===== src/hdl/rgb_to_hsv_macros.svh =====
// ---------------------------------------------------------------------------
// RGB to HSV assertion macros
// Shared concurrent assertion forms for the RGB to HSV converter.
// ---------------------------------------------------------------------------
`ifndef RGB_TO_HSV_MACROS_SVH
`define RGB_TO_HSV_MACROS_SVH

// The consequent must hold in the same cycle as the antecedent.
`define RTH_ASSERT_IMPLY(label, clk, rst, ante, cons, msg) \
   label: assert property (@(posedge clk) disable iff (rst) (ante) |-> (cons)) \
      else $error(msg);

// The consequent must hold in the cycle after the antecedent.
`define RTH_ASSERT_NEXT(label, clk, rst, ante, cons, msg) \
   label: assert property (@(posedge clk) disable iff (rst) (ante) |=> (cons)) \
      else $error(msg);

`endif


===== src/hdl/rth_pkg.sv =====
// ---------------------------------------------------------------------------
// RGB to HSV package
// Constants and word types shared by the converter modules.
// ---------------------------------------------------------------------------
package rth_pkg;

   // Fractional bits of the saturation result (at most 12 while SAT_W stays 13).
   localparam int SAT_FRAC_BITS = 12;

   localparam int CH_W   = 8;
   localparam int HUE_W  = 9;
   localparam int SAT_W  = 13;
   // One divider cell per quotient bit of the saturation division.
   localparam int QBITS  = SAT_FRAC_BITS + 1;
   // Partial remainders stay below a 9-bit divisor (twice an 8-bit value).
   localparam int REM_W  = CH_W + 1;
   localparam int NUM_W  = QBITS + REM_W;
   // The hue quotient never exceeds 60.
   localparam int HQ_W   = 6;
   // Cycles from an accepted word to the edge that takes its result.
   localparam int LATENCY = QBITS + 2;

   typedef enum logic [1:0] {
      BR_RED   = 2'd0,
      BR_GREEN = 2'd1,
      BR_BLUE  = 2'd2
   } rth_branch_type;

   typedef struct packed {
      logic [CH_W-1:0] red_in;
      logic [CH_W-1:0] green_in;
      logic [CH_W-1:0] blue_in;
   } rth_req_type;

   typedef struct packed {
      logic [HUE_W-1:0] hue_deg;
      logic [SAT_W-1:0] sat_frac;
      logic [CH_W-1:0]  value_level;
   } rth_rsp_type;

   // Per-pixel facts that ride along the divider chain unchanged.
   typedef struct packed {
      logic [CH_W-1:0] value_level;
      logic            grey;
      rth_branch_type  branch;
      logic            neg;
   } rth_meta_type;

   // Output of the front stage.
   typedef struct packed {
      rth_meta_type    meta;
      logic [CH_W-1:0] delta;
      logic [CH_W-1:0] mag;
   } rth_prep_type;

   // One restoring division in flight: remainder, divisor, and the dividend
   // bits still to be shifted in, which are replaced by quotient bits.
   typedef struct packed {
      logic [REM_W-1:0] rem;
      logic [REM_W-1:0] dvs;
      logic [QBITS-1:0] acc;
   } rth_lane_type;

   typedef struct packed {
      rth_meta_type meta;
      rth_lane_type sat;
      rth_lane_type hue;
   } rth_stage_type;

endpackage


===== src/hdl/rth_prep.sv =====
// ---------------------------------------------------------------------------
// RGB to HSV front stage
// Finds max, min and the hue branch of a pixel and registers them.
// ---------------------------------------------------------------------------
module rth_prep
   import rth_pkg::*;
(
   input  logic         clock,
   input  logic         reset,
   input  logic         in_valid,
   input  rth_req_type  in_pixel,
   output logic         out_valid,
   output rth_prep_type out_prep
);

   logic         valid_ff;
   logic         valid_in;
   rth_prep_type prep_ff;
   rth_prep_type prep_in;

   logic [CH_W-1:0] mx;
   logic [CH_W-1:0] mn;
   logic [CH_W-1:0] hi;
   logic [CH_W-1:0] lo;

   always_comb begin
      mx = in_pixel.red_in;
      mn = in_pixel.red_in;
      if (in_pixel.green_in > mx) mx = in_pixel.green_in;
      if (in_pixel.blue_in > mx)  mx = in_pixel.blue_in;
      if (in_pixel.green_in < mn) mn = in_pixel.green_in;
      if (in_pixel.blue_in < mn)  mn = in_pixel.blue_in;

      // The hue numerator is (hi - lo) for the winning channel.
      if (mx == in_pixel.red_in) begin
         prep_in.meta.branch = BR_RED;
         hi = in_pixel.green_in;
         lo = in_pixel.blue_in;
      end else if (mx == in_pixel.green_in) begin
         prep_in.meta.branch = BR_GREEN;
         hi = in_pixel.blue_in;
         lo = in_pixel.red_in;
      end else begin
         prep_in.meta.branch = BR_BLUE;
         hi = in_pixel.red_in;
         lo = in_pixel.green_in;
      end

      prep_in.meta.value_level = mx;
      prep_in.meta.neg         = hi < lo;
      prep_in.meta.grey        = mx == mn;
      prep_in.delta            = mx - mn;
      prep_in.mag              = (hi < lo) ? (lo - hi) : (hi - lo);
      valid_in                 = in_valid;
   end

   always_ff @(posedge clock) begin
      if (reset) begin
         valid_ff <= 1'b0;
      end else begin
         valid_ff <= valid_in;
      end
      prep_ff <= prep_in;
   end

   assign out_valid = valid_ff;
   assign out_prep  = prep_ff;

endmodule


===== src/hdl/rth_cell.sv =====
// ---------------------------------------------------------------------------
// RGB to HSV divider cell
// One restoring division step for both the saturation and the hue lane.
// ---------------------------------------------------------------------------
module rth_cell
   import rth_pkg::*;
(
   input  logic          clock,
   input  logic          reset,
   input  logic          in_valid,
   input  rth_stage_type in_stage,
   output logic          out_valid,
   output rth_stage_type out_stage
);

   logic          valid_ff;
   logic          valid_in;
   rth_stage_type stage_ff;
   rth_stage_type stage_in;

   logic [REM_W:0] sat_t;
   logic [REM_W:0] hue_t;
   logic           sat_ge;
   logic           hue_ge;

   always_comb begin
      // Bring down the next dividend bit and try to subtract the divisor.
      sat_t  = {in_stage.sat.rem, in_stage.sat.acc[QBITS-1]};
      hue_t  = {in_stage.hue.rem, in_stage.hue.acc[QBITS-1]};
      sat_ge = sat_t >= {1'b0, in_stage.sat.dvs};
      hue_ge = hue_t >= {1'b0, in_stage.hue.dvs};

      stage_in         = in_stage;
      stage_in.sat.rem = sat_ge ? REM_W'(sat_t - {1'b0, in_stage.sat.dvs})
                                : sat_t[REM_W-1:0];
      stage_in.hue.rem = hue_ge ? REM_W'(hue_t - {1'b0, in_stage.hue.dvs})
                                : hue_t[REM_W-1:0];
      stage_in.sat.acc = {in_stage.sat.acc[QBITS-2:0], sat_ge};
      stage_in.hue.acc = {in_stage.hue.acc[QBITS-2:0], hue_ge};
      valid_in         = in_valid;
   end

   always_ff @(posedge clock) begin
      if (reset) begin
         valid_ff <= 1'b0;
      end else begin
         valid_ff <= valid_in;
      end
      stage_ff <= stage_in;
   end

   assign out_valid = valid_ff;
   assign out_stage = stage_ff;

endmodule


===== src/hdl/rth_post.sv =====
// ---------------------------------------------------------------------------
// RGB to HSV output stage
// Turns the two quotients into hue and saturation and registers the word.
// ---------------------------------------------------------------------------
`include "rgb_to_hsv_macros.svh"

module rth_post
   import rth_pkg::*;
(
   input  logic          clock,
   input  logic          reset,
   input  logic          in_valid,
   input  rth_stage_type in_stage,
   output logic          rsp_strobe,
   output rth_rsp_type   rsp_hsv
);

   localparam logic [HUE_W-1:0] HUE_FULL  = HUE_W'(360);
   localparam logic [HUE_W-1:0] HUE_GREEN = HUE_W'(120);
   localparam logic [HUE_W-1:0] HUE_BLUE  = HUE_W'(240);

   logic        strobe_ff;
   logic        strobe_in;
   rth_rsp_type rsp_ff;
   rth_rsp_type rsp_in;

   logic [HUE_W-1:0] q;
   logic             tie;
   logic [HUE_W-1:0] sub;
   logic [HUE_W-1:0] base;
   logic [HUE_W-1:0] sum;

   always_comb begin
      q   = HUE_W'(in_stage.hue.acc[HQ_W-1:0]);
      // A zero remainder means 60*mag/delta sat exactly halfway.
      tie = in_stage.hue.rem == '0;
      // Green and blue offsets below the base round toward the base on a tie.
      sub = (in_stage.meta.neg && (in_stage.meta.branch != BR_RED) && tie)
            ? (q - HUE_W'(1)) : q;

      case (in_stage.meta.branch)
         BR_RED:   base = in_stage.meta.neg ? HUE_FULL : '0;
         BR_GREEN: base = HUE_GREEN;
         default:  base = HUE_BLUE;
      endcase

      sum = in_stage.meta.neg ? (base - sub) : (base + sub);

      rsp_in.hue_deg     = (in_stage.meta.grey || (sum == HUE_FULL)) ? '0 : sum;
      rsp_in.sat_frac    = (in_stage.meta.value_level == '0) ? '0
                                                             : SAT_W'(in_stage.sat.acc);
      rsp_in.value_level = in_stage.meta.value_level;
      strobe_in          = in_valid;
   end

   always_ff @(posedge clock) begin
      if (reset) begin
         strobe_ff <= 1'b0;
      end else begin
         strobe_ff <= strobe_in;
      end
      rsp_ff <= rsp_in;
   end

   assign rsp_strobe = strobe_ff;
   assign rsp_hsv    = rsp_ff;

   `RTH_ASSERT_IMPLY(a_hue_range, clock, reset, rsp_strobe, rsp_hsv.hue_deg < HUE_FULL, "hue out of range")
   `RTH_ASSERT_IMPLY(a_grey_hue, clock, reset, rsp_strobe && (rsp_hsv.sat_frac == '0), rsp_hsv.hue_deg == '0, "zero saturation with nonzero hue")

endmodule


===== src/hdl/rgb_to_hsv.sv =====
// ---------------------------------------------------------------------------
// RGB to HSV converter
// Converts one 8-bit RGB pixel per clock into hue, saturation and value.
// ---------------------------------------------------------------------------
// A pixel word is taken at every rising edge where start is high and busy
// is low, and busy is high only while reset is asserted, so a new pixel may
// be offered in every cycle. Each result word appears on rsp_hsv for exactly
// one cycle with rsp_strobe high. Results come out in the order the pixels
// went in. The receiver has no way to hold a result back, so it must take
// the word in the cycle the strobe marks.
// The pipeline is the divider chain: one cell per quotient bit of the
// saturation, with one register stage in front and the output register
// behind it.
// ---------------------------------------------------------------------------
`include "rgb_to_hsv_macros.svh"

module rgb_to_hsv
   import rth_pkg::*;
(
   input  logic        clock,
   input  logic        reset,
   input  logic        start,
   output logic        busy,
   input  rth_req_type req_pixel,
   output logic        rsp_strobe,
   output rth_rsp_type rsp_hsv
);

   logic          accept;
   logic          prep_valid;
   rth_prep_type  prep;
   rth_stage_type load;
   logic [NUM_W-1:0] hue_num;

   // Index 0 feeds the first cell; index QBITS is the chain output.
   logic          chain_valid [QBITS+1];
   rth_stage_type chain_stage [QBITS+1];

   // The pipeline never stalls, so the only time a word is refused is while
   // the block is held in reset.
   assign busy   = reset;
   assign accept = start && !busy;

   // Front stage: channel max and min, the branch of the hue formula, and
   // the magnitude and sign of the hue numerator.
   rth_prep u_prep (
      .clock     (clock),
      .reset     (reset),
      .in_valid  (accept),
      .in_pixel  (req_pixel),
      .out_valid (prep_valid),
      .out_prep  (prep)
   );

   // Set up both divisions for the chain. Saturation computes
   // (2*delta*2^F + max) / (2*max); the upper part of that dividend is delta,
   // which is already below the divisor, and its low bits are max. Hue
   // computes (120*mag + delta) / (2*delta), giving 60*mag/delta rounded
   // half up, with the remainder telling whether it was an exact tie.
   always_comb begin
      hue_num = NUM_W'(prep.mag) * NUM_W'(120) + NUM_W'(prep.delta);

      load.meta    = prep.meta;
      load.sat.rem = {1'b0, prep.delta};
      load.sat.dvs = {prep.meta.value_level, 1'b0};
      load.sat.acc = QBITS'(prep.meta.value_level);
      load.hue.rem = hue_num[NUM_W-1 -: REM_W];
      load.hue.dvs = {prep.delta, 1'b0};
      load.hue.acc = hue_num[QBITS-1:0];
   end

   assign chain_valid[0] = prep_valid;
   assign chain_stage[0] = load;

   // Each cell resolves one quotient bit of both divisions and hands the
   // partial remainders to its neighbor on the next clock.
   for (genvar i = 0; i < QBITS; i++) begin : g_cell
      rth_cell u_cell (
         .clock     (clock),
         .reset     (reset),
         .in_valid  (chain_valid[i]),
         .in_stage  (chain_stage[i]),
         .out_valid (chain_valid[i+1]),
         .out_stage (chain_stage[i+1])
      );
   end

   // Output stage: hue assembly from branch, sign and rounded quotient,
   // the black-pixel case of saturation, and the result register.
   rth_post u_post (
      .clock      (clock),
      .reset      (reset),
      .in_valid   (chain_valid[QBITS]),
      .in_stage   (chain_stage[QBITS]),
      .rsp_strobe (rsp_strobe),
      .rsp_hsv    (rsp_hsv)
   );

   // Every accepted pixel produces exactly one strobe, a fixed time later,
   // and no strobe appears without a pixel behind it.
   `RTH_ASSERT_NEXT(a_accept_to_strobe, clock, reset, $past(accept, LATENCY - 1), rsp_strobe, "result missing for accepted pixel")
   `RTH_ASSERT_IMPLY(a_strobe_from_accept, clock, reset, rsp_strobe, $past(accept, LATENCY), "result without accepted pixel")

endmodule


===== config.mk =====
export PLATFORM = sky130hd
export DESIGN_NAME = rgb_to_hsv
export DESIGN_NICKNAME = d
export VERILOG_FILES = /design/src/hdl/rth_pkg.sv /design/src/hdl/rth_prep.sv /design/src/hdl/rth_cell.sv /design/src/hdl/rth_post.sv /design/src/hdl/rgb_to_hsv.sv
export VERILOG_INCLUDE_DIRS = /design/src /design/src/hdl
export SDC_FILE = /design/constraint.sdc
export NUM_CORES = 1
export LEC_CHECK = 0
export ABC_AREA = 0
export CAP_MARGIN = 5
export CORE_UTILIZATION = 25
export DETAILED_ROUTE_END_ITERATION = 10
export DONT_BUFFER_PORTS = 1
export PLACE_DENSITY = 0.48
export SLEW_MARGIN = 30
export SYNTH_ARGS = -nofsm -noshare
export SYNTH_HDL_FRONTEND = slang
export SYNTH_SLANG_ARGS = --single-unit

===== constraint.sdc =====
create_clock -name clock -period 22.7 [get_ports clock]
set_input_delay 4.54 -clock clock [delete_from_list [all_inputs] [get_ports clock]]
set_output_delay 4.54 -clock clock [all_outputs]
set_load 0.02 [all_outputs]

==> results of run 1 <==
-- sequential cells by signal, summed over array words and instances (netlist names) --
signal / cells
g_cell.u_cell.out_stage: 620
u_post.rsp_hsv: 30
u_prep.out_prep: 28
g_cell.u_cell.out_valid: 13
u_post.rsp_strobe: 1
u_prep.out_valid: 1
-- logic make-up (layout without fill, tap and decap cells) --
family | Yosys count | in the layout | share of synthesized area [%]
AOI/OAI and AO/OA | 564 | 564 | 12.1
adders and majority gates | 317 | 317 | 15.0
xor gates and xnor gates | 174 | 174 | 5.41
muxes | 73 | 73 | 2.77
DFF | 693 | 693 | 48.6
and+or+nand+nor | 629 | 629 | 11.1
buffers and inverters | 371 | 469 | 5.02
-- cell type report --
class | instances | share of cell area, %
Timing Repair Buffer | 3 | 0.0683
Clock buffer | 113 | 7.12
Tap cell | 1500 | 5.69
Multi-Input combinational cell | 1757 | 40.3
Sequential cell | 693 | 42.1
Clock inverter | 37 | 1.17
Inverter | 316 | 3.60
-- path summary, 6_finish.rpt --
| check | startpoint | endpoint | slack [ps] | cells after the start |
|---|---|---|---|---|
| worst max-delay path | req_pixel[17] | u_prep.out_prep[7] | 11910 | 27 |
| worst min register to register | g_cell[3].u_cell.out_stage[9] | g_cell[4].u_cell.out_stage[10] | 310 | 0 |
| worst min-delay path | g_cell[3].u_cell.out_stage[9] | g_cell[4].u_cell.out_stage[10] | 310 | 0 |
| worst max register to register | u_prep.out_prep[2] | g_cell[0].u_cell.out_stage[25] | 17220 | 21 |
-- placed cells by master, fill, tap and decap left out, drive strengths merged, types with 50 or more instances in the layout --
master	synthesis	layout
nand2b	67	67
xor2	51	51
o21ai	133	133
inv	316	321
nand4	50	50
nand2	96	96
nor2b	105	105
dfxtp	693	693
nor2	205	205
a21oi	214	214
clkbuf	39	113
ha	275	275
a21o	87	87
xnor2	122	122
-- layer usage --
layer / part of all wire [%] / vias to the layer above / global-route usage, %
li1: - / 9553 / -
met5: 0 / - / 0
met3: 4.0 / 106 / 2.01
met4: 3.1 / 0 / 4.02
met1: 46 / 8084 / 10.9
met2: 47 / 219 / 15.8
-- cell usage after synthesis (10+ instances only) --
cell type,instances
ha_1,275
xnor2_1,121
clkbuf_1,38
dfxtp_1,693
nor2b_1,105
a21boi_0,10
mux2i_1,24
nand2b_1,67
nand3_1,18
o31ai_1,29
nand4_1,50
a21oi_1,213
mux2_2,49
xor2_1,51
or3_1,10
o21a_1,10
and3_1,13
nor3_1,17
o21ai_0,130
and2_1,15
nand2_1,96
nor2_1,204
a211oi_1,10
inv_1,315
fa_1,42
a31oi_1,10
a21o_1,87
-- through the flow --
stage / setup WS (ps) / instance area (sq um) / utilization [%]
detailed placement: 10980 / 30200 / 26.8
global placement: 11210 / 30200 / 26.8
finish: 11910 / 33000 / 29.2
CTS: 11650 / 33000 / 29.2
floorplan: 11930 / 28600 / -
global route: 11310 / 33000 / 29.2
==> flow_metrics.py, run 1 <==
metrics = {
    "status": {
        "status": "finished clean",
    },
    "yosys": {
        "synthArstFlopShare_pct": 0,
        "avgSynthCellArea_sq_um": 10.1,
        "ys_ff_latch": 693,
        "syn_nets": 3165,
        "synthCells": 2821,
        "synth_cell_types": 73,
        "syn_area_sq_um": 28600,
        "ys_warn_count": 0,
        "ys.flop_type": "dfxtp_1",
        "synth_area_leaders": "dfxtp_1 (49%), ha_1 (12%), inv_1 (4.1%)",
        "ys_seq_area_share_pct": 48.6,
        "yosys.area.top_type_share_pct": 48.6,
        "synth_edf_count": 0,
        "synth_top_cell_by_area": "dfxtp_1",
    },
    "clock_network": {
        "post-cts-setup-buffers": 0,
        "htreeDepth": 3,
        "numCtsBuffers": 81,
        "cts.path.max_buffers": 3,
        "cts_resized": 0,
        "root_buffer": "clkbuf_16",
        "cts-hold-fix-buffers": 0,
        "cts_tree": "built",
        "clkLatencyLatePin_ps": 630,
        "cts.sinks": 693,
        "clk_pin_slew_ps": 60,
    },
    "placed_design": {
        "place_hpwl_mm": 39.3,
        "place_inst": 4269,
        "port_buffers": 0,
        "gp_congestion": 0.797,
    },
    "timing": {
        "skew_ps": 22.4,
        "report.final.slew_viol_count": 0,
        "rsz0062_at_grt": "false",
        "fmax_mhz": 92.7,
        "tns_ps": 0,
        "hold-worst-slack_ps": 314,
        "min_period_ps": 10790,
        "finalSetupViolations": 0,
        "fin_crit_sh_pct": 47.5,
        "tightest_slew_ps": 964,
        "timing.final.hold_violations": 0,
        "relSlewSlack_pct": 35.1,
    },
    "setup_path": {
        "crit_buf_inv": 1,
        "crit_type": "primary input to flop",
        "critPathTopFamily": "compound AO/OA/AOI/OAI gates",
        "worst_ep_arrival_time_ps": 11350,
        "crit_required_ps": 23250,
        "cp_max_fo": 36,
        "crit_path_end_kind": "flop",
        "cp-start-kind": "primary input",
        "max_stage_delay_ps": 530,
        "slowest_stage": "nor2_2",
    },
    "flow_run": {
        "drv_cap": 0,
    },
    "floorplan": {
        "initial_core_util_pct": 25.3,
        "die_w_um": 340,
        "num_rows": 123,
        "num_io_pins": 59,
        "die_area_sq_um": 116000,
        "fp.dieH_um": 340,
        "core_area_sq_um": 113000,
    },
    "final_layout": {
        "drive_above_1_share_pct": 7.16,
        "layout-area-overhead-vs-synth_pct": 15.4,
        "seq_area_sq_um": 13900,
        "fin_cells": 4419,
        "multi_input_area_sq_um": 13300,
        "fin_nets": 3196,
        "antennaDiodeCount": 0,
        "nFillCells": 11900,
    },
    "global_routing": {
        "grt_pass1_wl_mm": 88.9,
        "grt_pass1_vias": 18600,
        "track_usage_pct": 9.16,
        "antenna_found_initial": 0,
        "grt_max_degree": 37,
        "grt.overflow.total": 0,
    },
    "min_path": {
        "hp-class": "flop to flop",
    },
    "routing": {
        "via_count": 18000,
        "firstDrtPassIters": 5,
        "drt_wl_total_mm": 51.9,
        "wire_per_inst_um": 11.7,
        "drtAntennaViolNets": 0,
        "viasPerCell": 4.06,
        "drtIter0Drc": 611,
        "drc": 0,
    },
}
Power of run 1 is left out: the tool's default activity adds up to more than one toggle a clock period on the data nets, which glitch-free logic cannot reach.
==> run 2, diff against run 1 <==
Settings changed: PLACE_DENSITY 0.48 to 0.5.
Clock period 22.7 ns to 8.7 ns, I/O delays scaled along.
==> flow_metrics.py, run 2 (same netlist as run 1, synthesis figures left out) <==
metrics = {
    "floorplan": {
        "initial_core_util_pct": 25.3,
        "num_io_pins": 59,
        "num_rows": 123,
        "die_area_sq_um": 116000,
        "die_w_um": 340,
        "fp.dieH_um": 340,
        "core_area_sq_um": 113000,
    },
    "routing": {
        "via_count": 18200,
        "drtIter0Drc": 599,
        "drt_wl_total_mm": 52.0,
        "firstDrtPassIters": 5,
        "wire_per_inst_um": 11.8,
        "drc": 0,
        "drtAntennaViolNets": 0,
        "viasPerCell": 4.11,
    },
    "timing": {
        "tightest_slew_ps": 926,
        "report.final.slew_viol_count": 0,
        "min_period_ps": 7670,
        "rsz0062_at_grt": "false",
        "timing.final.hold_violations": 0,
        "relSlewSlack_pct": 37.7,
        "fmax_mhz": 130,
        "finalSetupViolations": 0,
        "fin_crit_sh_pct": 88.2,
        "tns_ps": 0,
        "skew_ps": 26.4,
    },
    "status": {
        "status": "finished clean",
    },
    "clock_network": {
        "clk_pin_slew_ps": 60,
        "numCtsBuffers": 83,
        "root_buffer": "clkbuf_16",
        "cts.sinks": 693,
        "htreeDepth": 3,
        "post-cts-setup-buffers": 0,
        "cts_resized": 0,
        "clkLatencyLatePin_ps": 640,
        "cts-hold-fix-buffers": 0,
        "cts_tree": "built",
        "cts.path.max_buffers": 3,
    },
    "placed_design": {
        "gp_congestion": 0.812,
        "place_hpwl_mm": 39.2,
        "port_buffers": 0,
    },
    "final_layout": {
        "layout_commonest_cell": "dfxtp_1",
        "layout-area-overhead-vs-synth_pct": 15.8,
        "antennaDiodeCount": 0,
        "largest_reg_flops": 620,
        "drive_above_1_share_pct": 7.22,
        "nFillCells": 11800,
        "fin_nets": 3202,
        "layout_common_cells": "dfxtp_1 (693), inv_1 (315), ha_1 (275), a21oi_1 (213), nor2_1 (204)",
    },
    "global_routing": {
        "track_usage_pct": 9.17,
        "antenna_found_initial": 0,
        "grt.overflow.total": 0,
        "grt_max_degree": 36,
        "grt_pass1_vias": 18600,
        "grt_pass1_wl_mm": 88.5,
        "grt_util_met1_pct": 10.9,
        "met2_usage_pct": 15.6,
        "top_usage_layer": "met2",
        "met3_usage_pct": 2.14,
    },
    "setup_path": {
        "crit_type": "primary input to flop",
        "rrSetupSlack_ps": 3240,
        "critical_path.reg2reg.endpoint": "g_cell[0].u_cell.out_stage[25]",
        "slowest_stage": "nor2_1",
        "rr_worst_depth": 21,
        "crit_required_ps": 9200,
        "max_stage_delay_ps": 550,
        "crit_path_end_kind": "flop",
        "worst_ep_arrival_time_ps": 8180,
        "cp_max_fo": 18,
        "cp-start-kind": "primary input",
        "reg2reg_from": "u_prep.out_prep[2]",
    },
    "min_path": {
        "hp-class": "flop to flop",
        "hold_path_end": "g_cell[2].u_cell.out_stage[7]",
        "hold_depth": 0,
        "hold_start": "g_cell[1].u_cell.out_stage[6]",
    },
    "flow_run": {
        "drv_cap": 0,
    },
}
==> run 2: changes by cell type in the layout (fill, tap and decap cells not counted), sizes merged <==
cell,delta
clkinvlp,-2
inv,-2
buf,+4
clkbuf,-4
clkinv,+5
bufinv,+3
==> run 2: metrics by stage <==
step	utilization (%)	instances	area, sq um	hold slack [ps]	setup WS [ps]
finish	29.3	4423	33100	315	1030
global route	29.3	4423	33100	321	334
CTS	29.3	4423	33100	310	1090
detailed placement	26.8	4273	30300	312	458
global placement	26.8	4273	30300	311	542
floorplan	-	2821	28600	310	734
==> run 2: area by class of cell <==
type | instances | area (sq um) | share of cell area [%]
Tap cell | 1500 | 1880 | 5.67
Timing Repair Buffer | 7 | 52.6 | 0.159
Sequential cell | 693 | 13900 | 41.9
Inverter | 316 | 1190 | 3.59
Multi-Input combinational cell | 1757 | 13300 | 40.1
Clock buffer | 109 | 2330 | 7.04
Clock inverter | 41 | 502 | 1.52
==> run 2: metal layers <==
metal,vias to the layer above,wire [um]
met3,98,2190
met4,0,1500
met1,8270,23900
met5,-,0
met2,254,24400
li1,9568,-
==> run 2: critical path, delay by kind of cell <==
| family | cells | cell delay [ps] |
|---|---|---|
| multiplexers | 1 | 310 |
| AND/OR/NAND/NOR | 7 | 1660 |
| AO/OA/AOI/OAI | 15 | 2960 |
| adder cells (fa/ha/maj) | 3 | 980 |
| XOR/XNOR | 1 | 150 |
| buffers and inverters | 2 | 340 |
==> run 2: how the worst max path moves through the flow <==
stage	slack [ps]	endpoint	depth (start not counted)	startpoint
after global placement	540	u_prep.out_prep[7]	28	req_pixel[17]
after detailed placement	460	u_prep.out_prep[5]	29	req_pixel[17]
after floorplan	730	u_prep.out_prep[6]	32	req_pixel[23]
after global routing	330	u_prep.out_prep[5]	29	req_pixel[17]
final	1030	u_prep.out_prep[5]	29	req_pixel[17]
after CTS	1090	u_prep.out_prep[5]	29	req_pixel[17]
Power of run 2 is left out for the same reason.
==> run 3, diff against run 2 <==
Clock period 8.7 ns to 6.9 ns, I/O delays scaled along.
==> flow_metrics.py, run 3 (same netlist as run 1, synthesis figures left out) <==
metrics = {
    "clock_network": {
        "cts-hold-fix-buffers": 0,
        "htreeDepth": 3,
        "clkLatencyLatePin_ps": 640,
        "numCtsBuffers": 81,
        "cts_tree": "built",
        "cts.sinks": 693,
        "post-cts-setup-buffers": 0,
        "cts.path.max_buffers": 3,
        "clk_pin_slew_ps": 60,
        "cts_resized": 0,
        "root_buffer": "clkbuf_16",
    },
    "floorplan": {
        "fp.dieH_um": 340,
        "num_rows": 123,
        "initial_core_util_pct": 25.3,
        "num_io_pins": 59,
        "die_area_sq_um": 116000,
        "die_w_um": 340,
        "core_area_sq_um": 113000,
    },
    "placed_design": {
        "gp_congestion": 0.817,
        "port_buffers": 0,
        "place_hpwl_mm": 39.7,
    },
    "global_routing": {
        "top_usage_layer": "met2",
        "grt_max_degree": 29,
        "grt_pass1_vias": 18900,
        "grt_pass1_wl_mm": 88.8,
        "grt_util_met1_pct": 11.0,
        "track_usage_pct": 9.15,
        "met3_usage_pct": 1.87,
        "antenna_found_initial": 0,
        "met2_usage_pct": 15.6,
        "grt.overflow.total": 0,
    },
    "setup_path": {
        "cp_max_fo": 21,
        "slowest_stage": "o41ai_2",
        "crit_type": "primary input to flop",
        "crit_path_end_kind": "flop",
        "crit_required_ps": 7460,
        "max_stage_delay_ps": 370,
        "cp-start-kind": "primary input",
        "worst_ep_arrival_time_ps": 7110,
    },
    "routing": {
        "drt_wl_total_mm": 52.2,
        "drc": 0,
        "drtIter0Drc": 641,
        "drtAntennaViolNets": 0,
        "viasPerCell": 4.08,
        "firstDrtPassIters": 5,
        "wire_per_inst_um": 11.7,
        "via_count": 18200,
    },
    "final_layout": {
        "layout_common_cells": "dfxtp_1 (693), inv_1 (313), ha_1 (273), a21oi_1 (210), nor2_1 (201)",
        "antennaDiodeCount": 0,
        "nFillCells": 11800,
        "drive_above_1_share_pct": 9.04,
        "largest_reg_flops": 620,
        "multi_input_area_sq_um": 13400,
        "fin_nets": 3249,
        "layout-area-overhead-vs-synth_pct": 17.2,
        "seq_area_sq_um": 13900,
        "layout_commonest_cell": "dfxtp_1",
    },
    "timing": {
        "finalSetupViolations": 0,
        "min_period_ps": 6560,
        "relSlewSlack_pct": 44.8,
        "tns_ps": 0,
        "rsz0062_at_grt": "false",
        "fmax_mhz": 153,
        "report.final.slew_viol_count": 0,
        "skew_ps": 25.7,
        "tightest_slew_ps": 827,
        "fin_crit_sh_pct": 95.0,
        "timing.final.hold_violations": 0,
    },
    "min_path": {
        "hp-class": "flop to flop",
    },
    "status": {
        "status": "finished clean",
    },
    "flow_run": {
        "drv_cap": 0,
    },
}
-- run 3: cell count changes in the layout (fill, tap and decap cells not counted), moves of 4 or more --
cell / before / now
clkbuf_1: 14 / 19
clkinvlp_4: 2 / 6
clkinv_2: 19 / 10
clkbuf_8: 9 / 13
clkbuf_16: 86 / 82
clkinv_4: 5 / 1
buf_4: 7 / 55
-- run 3: metrics by stage --
stage,hold WS (ps),cell area [sq um],cells,setup WS [ps],util [%]
after floorplan,310,28700,2821,-63.6,-
after global placement,310,30700,4322,-251,27.2
after detailed placement,312,30700,4322,-351,27.2
after CTS,303,33500,4466,323,29.6
final,307,33500,4466,345,29.6
after global routing,303,33500,4466,2.23,29.6
-- run 3: critical path: cells and delay by family --
family | cells | cell delay, ps
AO/OA/AOI/OAI | 14 | 2860
XOR/XNOR | 1 | 170
AND/OR/NAND/NOR | 5 | 730
multiplexers | 3 | 590
buffers and inverters | 4 | 590
adder cells (fa/ha/maj) | 3 | 760
-- run 3: metal layers --
metal | routed length, um | share of wire (%)
met5 | 0 | 0
met4 | 1630 | 3.1
met3 | 2070 | 4.0
met2 | 24500 | 47
met1 | 24000 | 46
-- run 3: area by class of cell --
| cell class | count | area share (%) |
|---|---|---|
| clock buffers | 114 | 6.88 |
| clock inverters | 30 | 1.31 |
| inverters | 316 | 3.58 |
| multi-input cells | 1757 | 39.9 |
| flip-flops and latches | 693 | 41.4 |
| well taps | 1500 | 5.61 |
| repair buffers | 56 | 1.29 |
-- run 3: worst paths after layout --
check	startpoint	endpoint	slack (ps)	depth (start not counted)
hold reg to reg	g_cell[1].u_cell.out_stage[10]	g_cell[2].u_cell.out_stage[11]	310	0
setup / recovery	req_pixel[17]	u_prep.out_prep[7]	340	30
setup reg to reg	u_prep.out_prep[2]	g_cell[0].u_cell.out_stage[25]	1410	21
hold / removal	g_cell[1].u_cell.out_stage[10]	g_cell[2].u_cell.out_stage[11]	310	0
Power of run 3 is left out for the same reason.
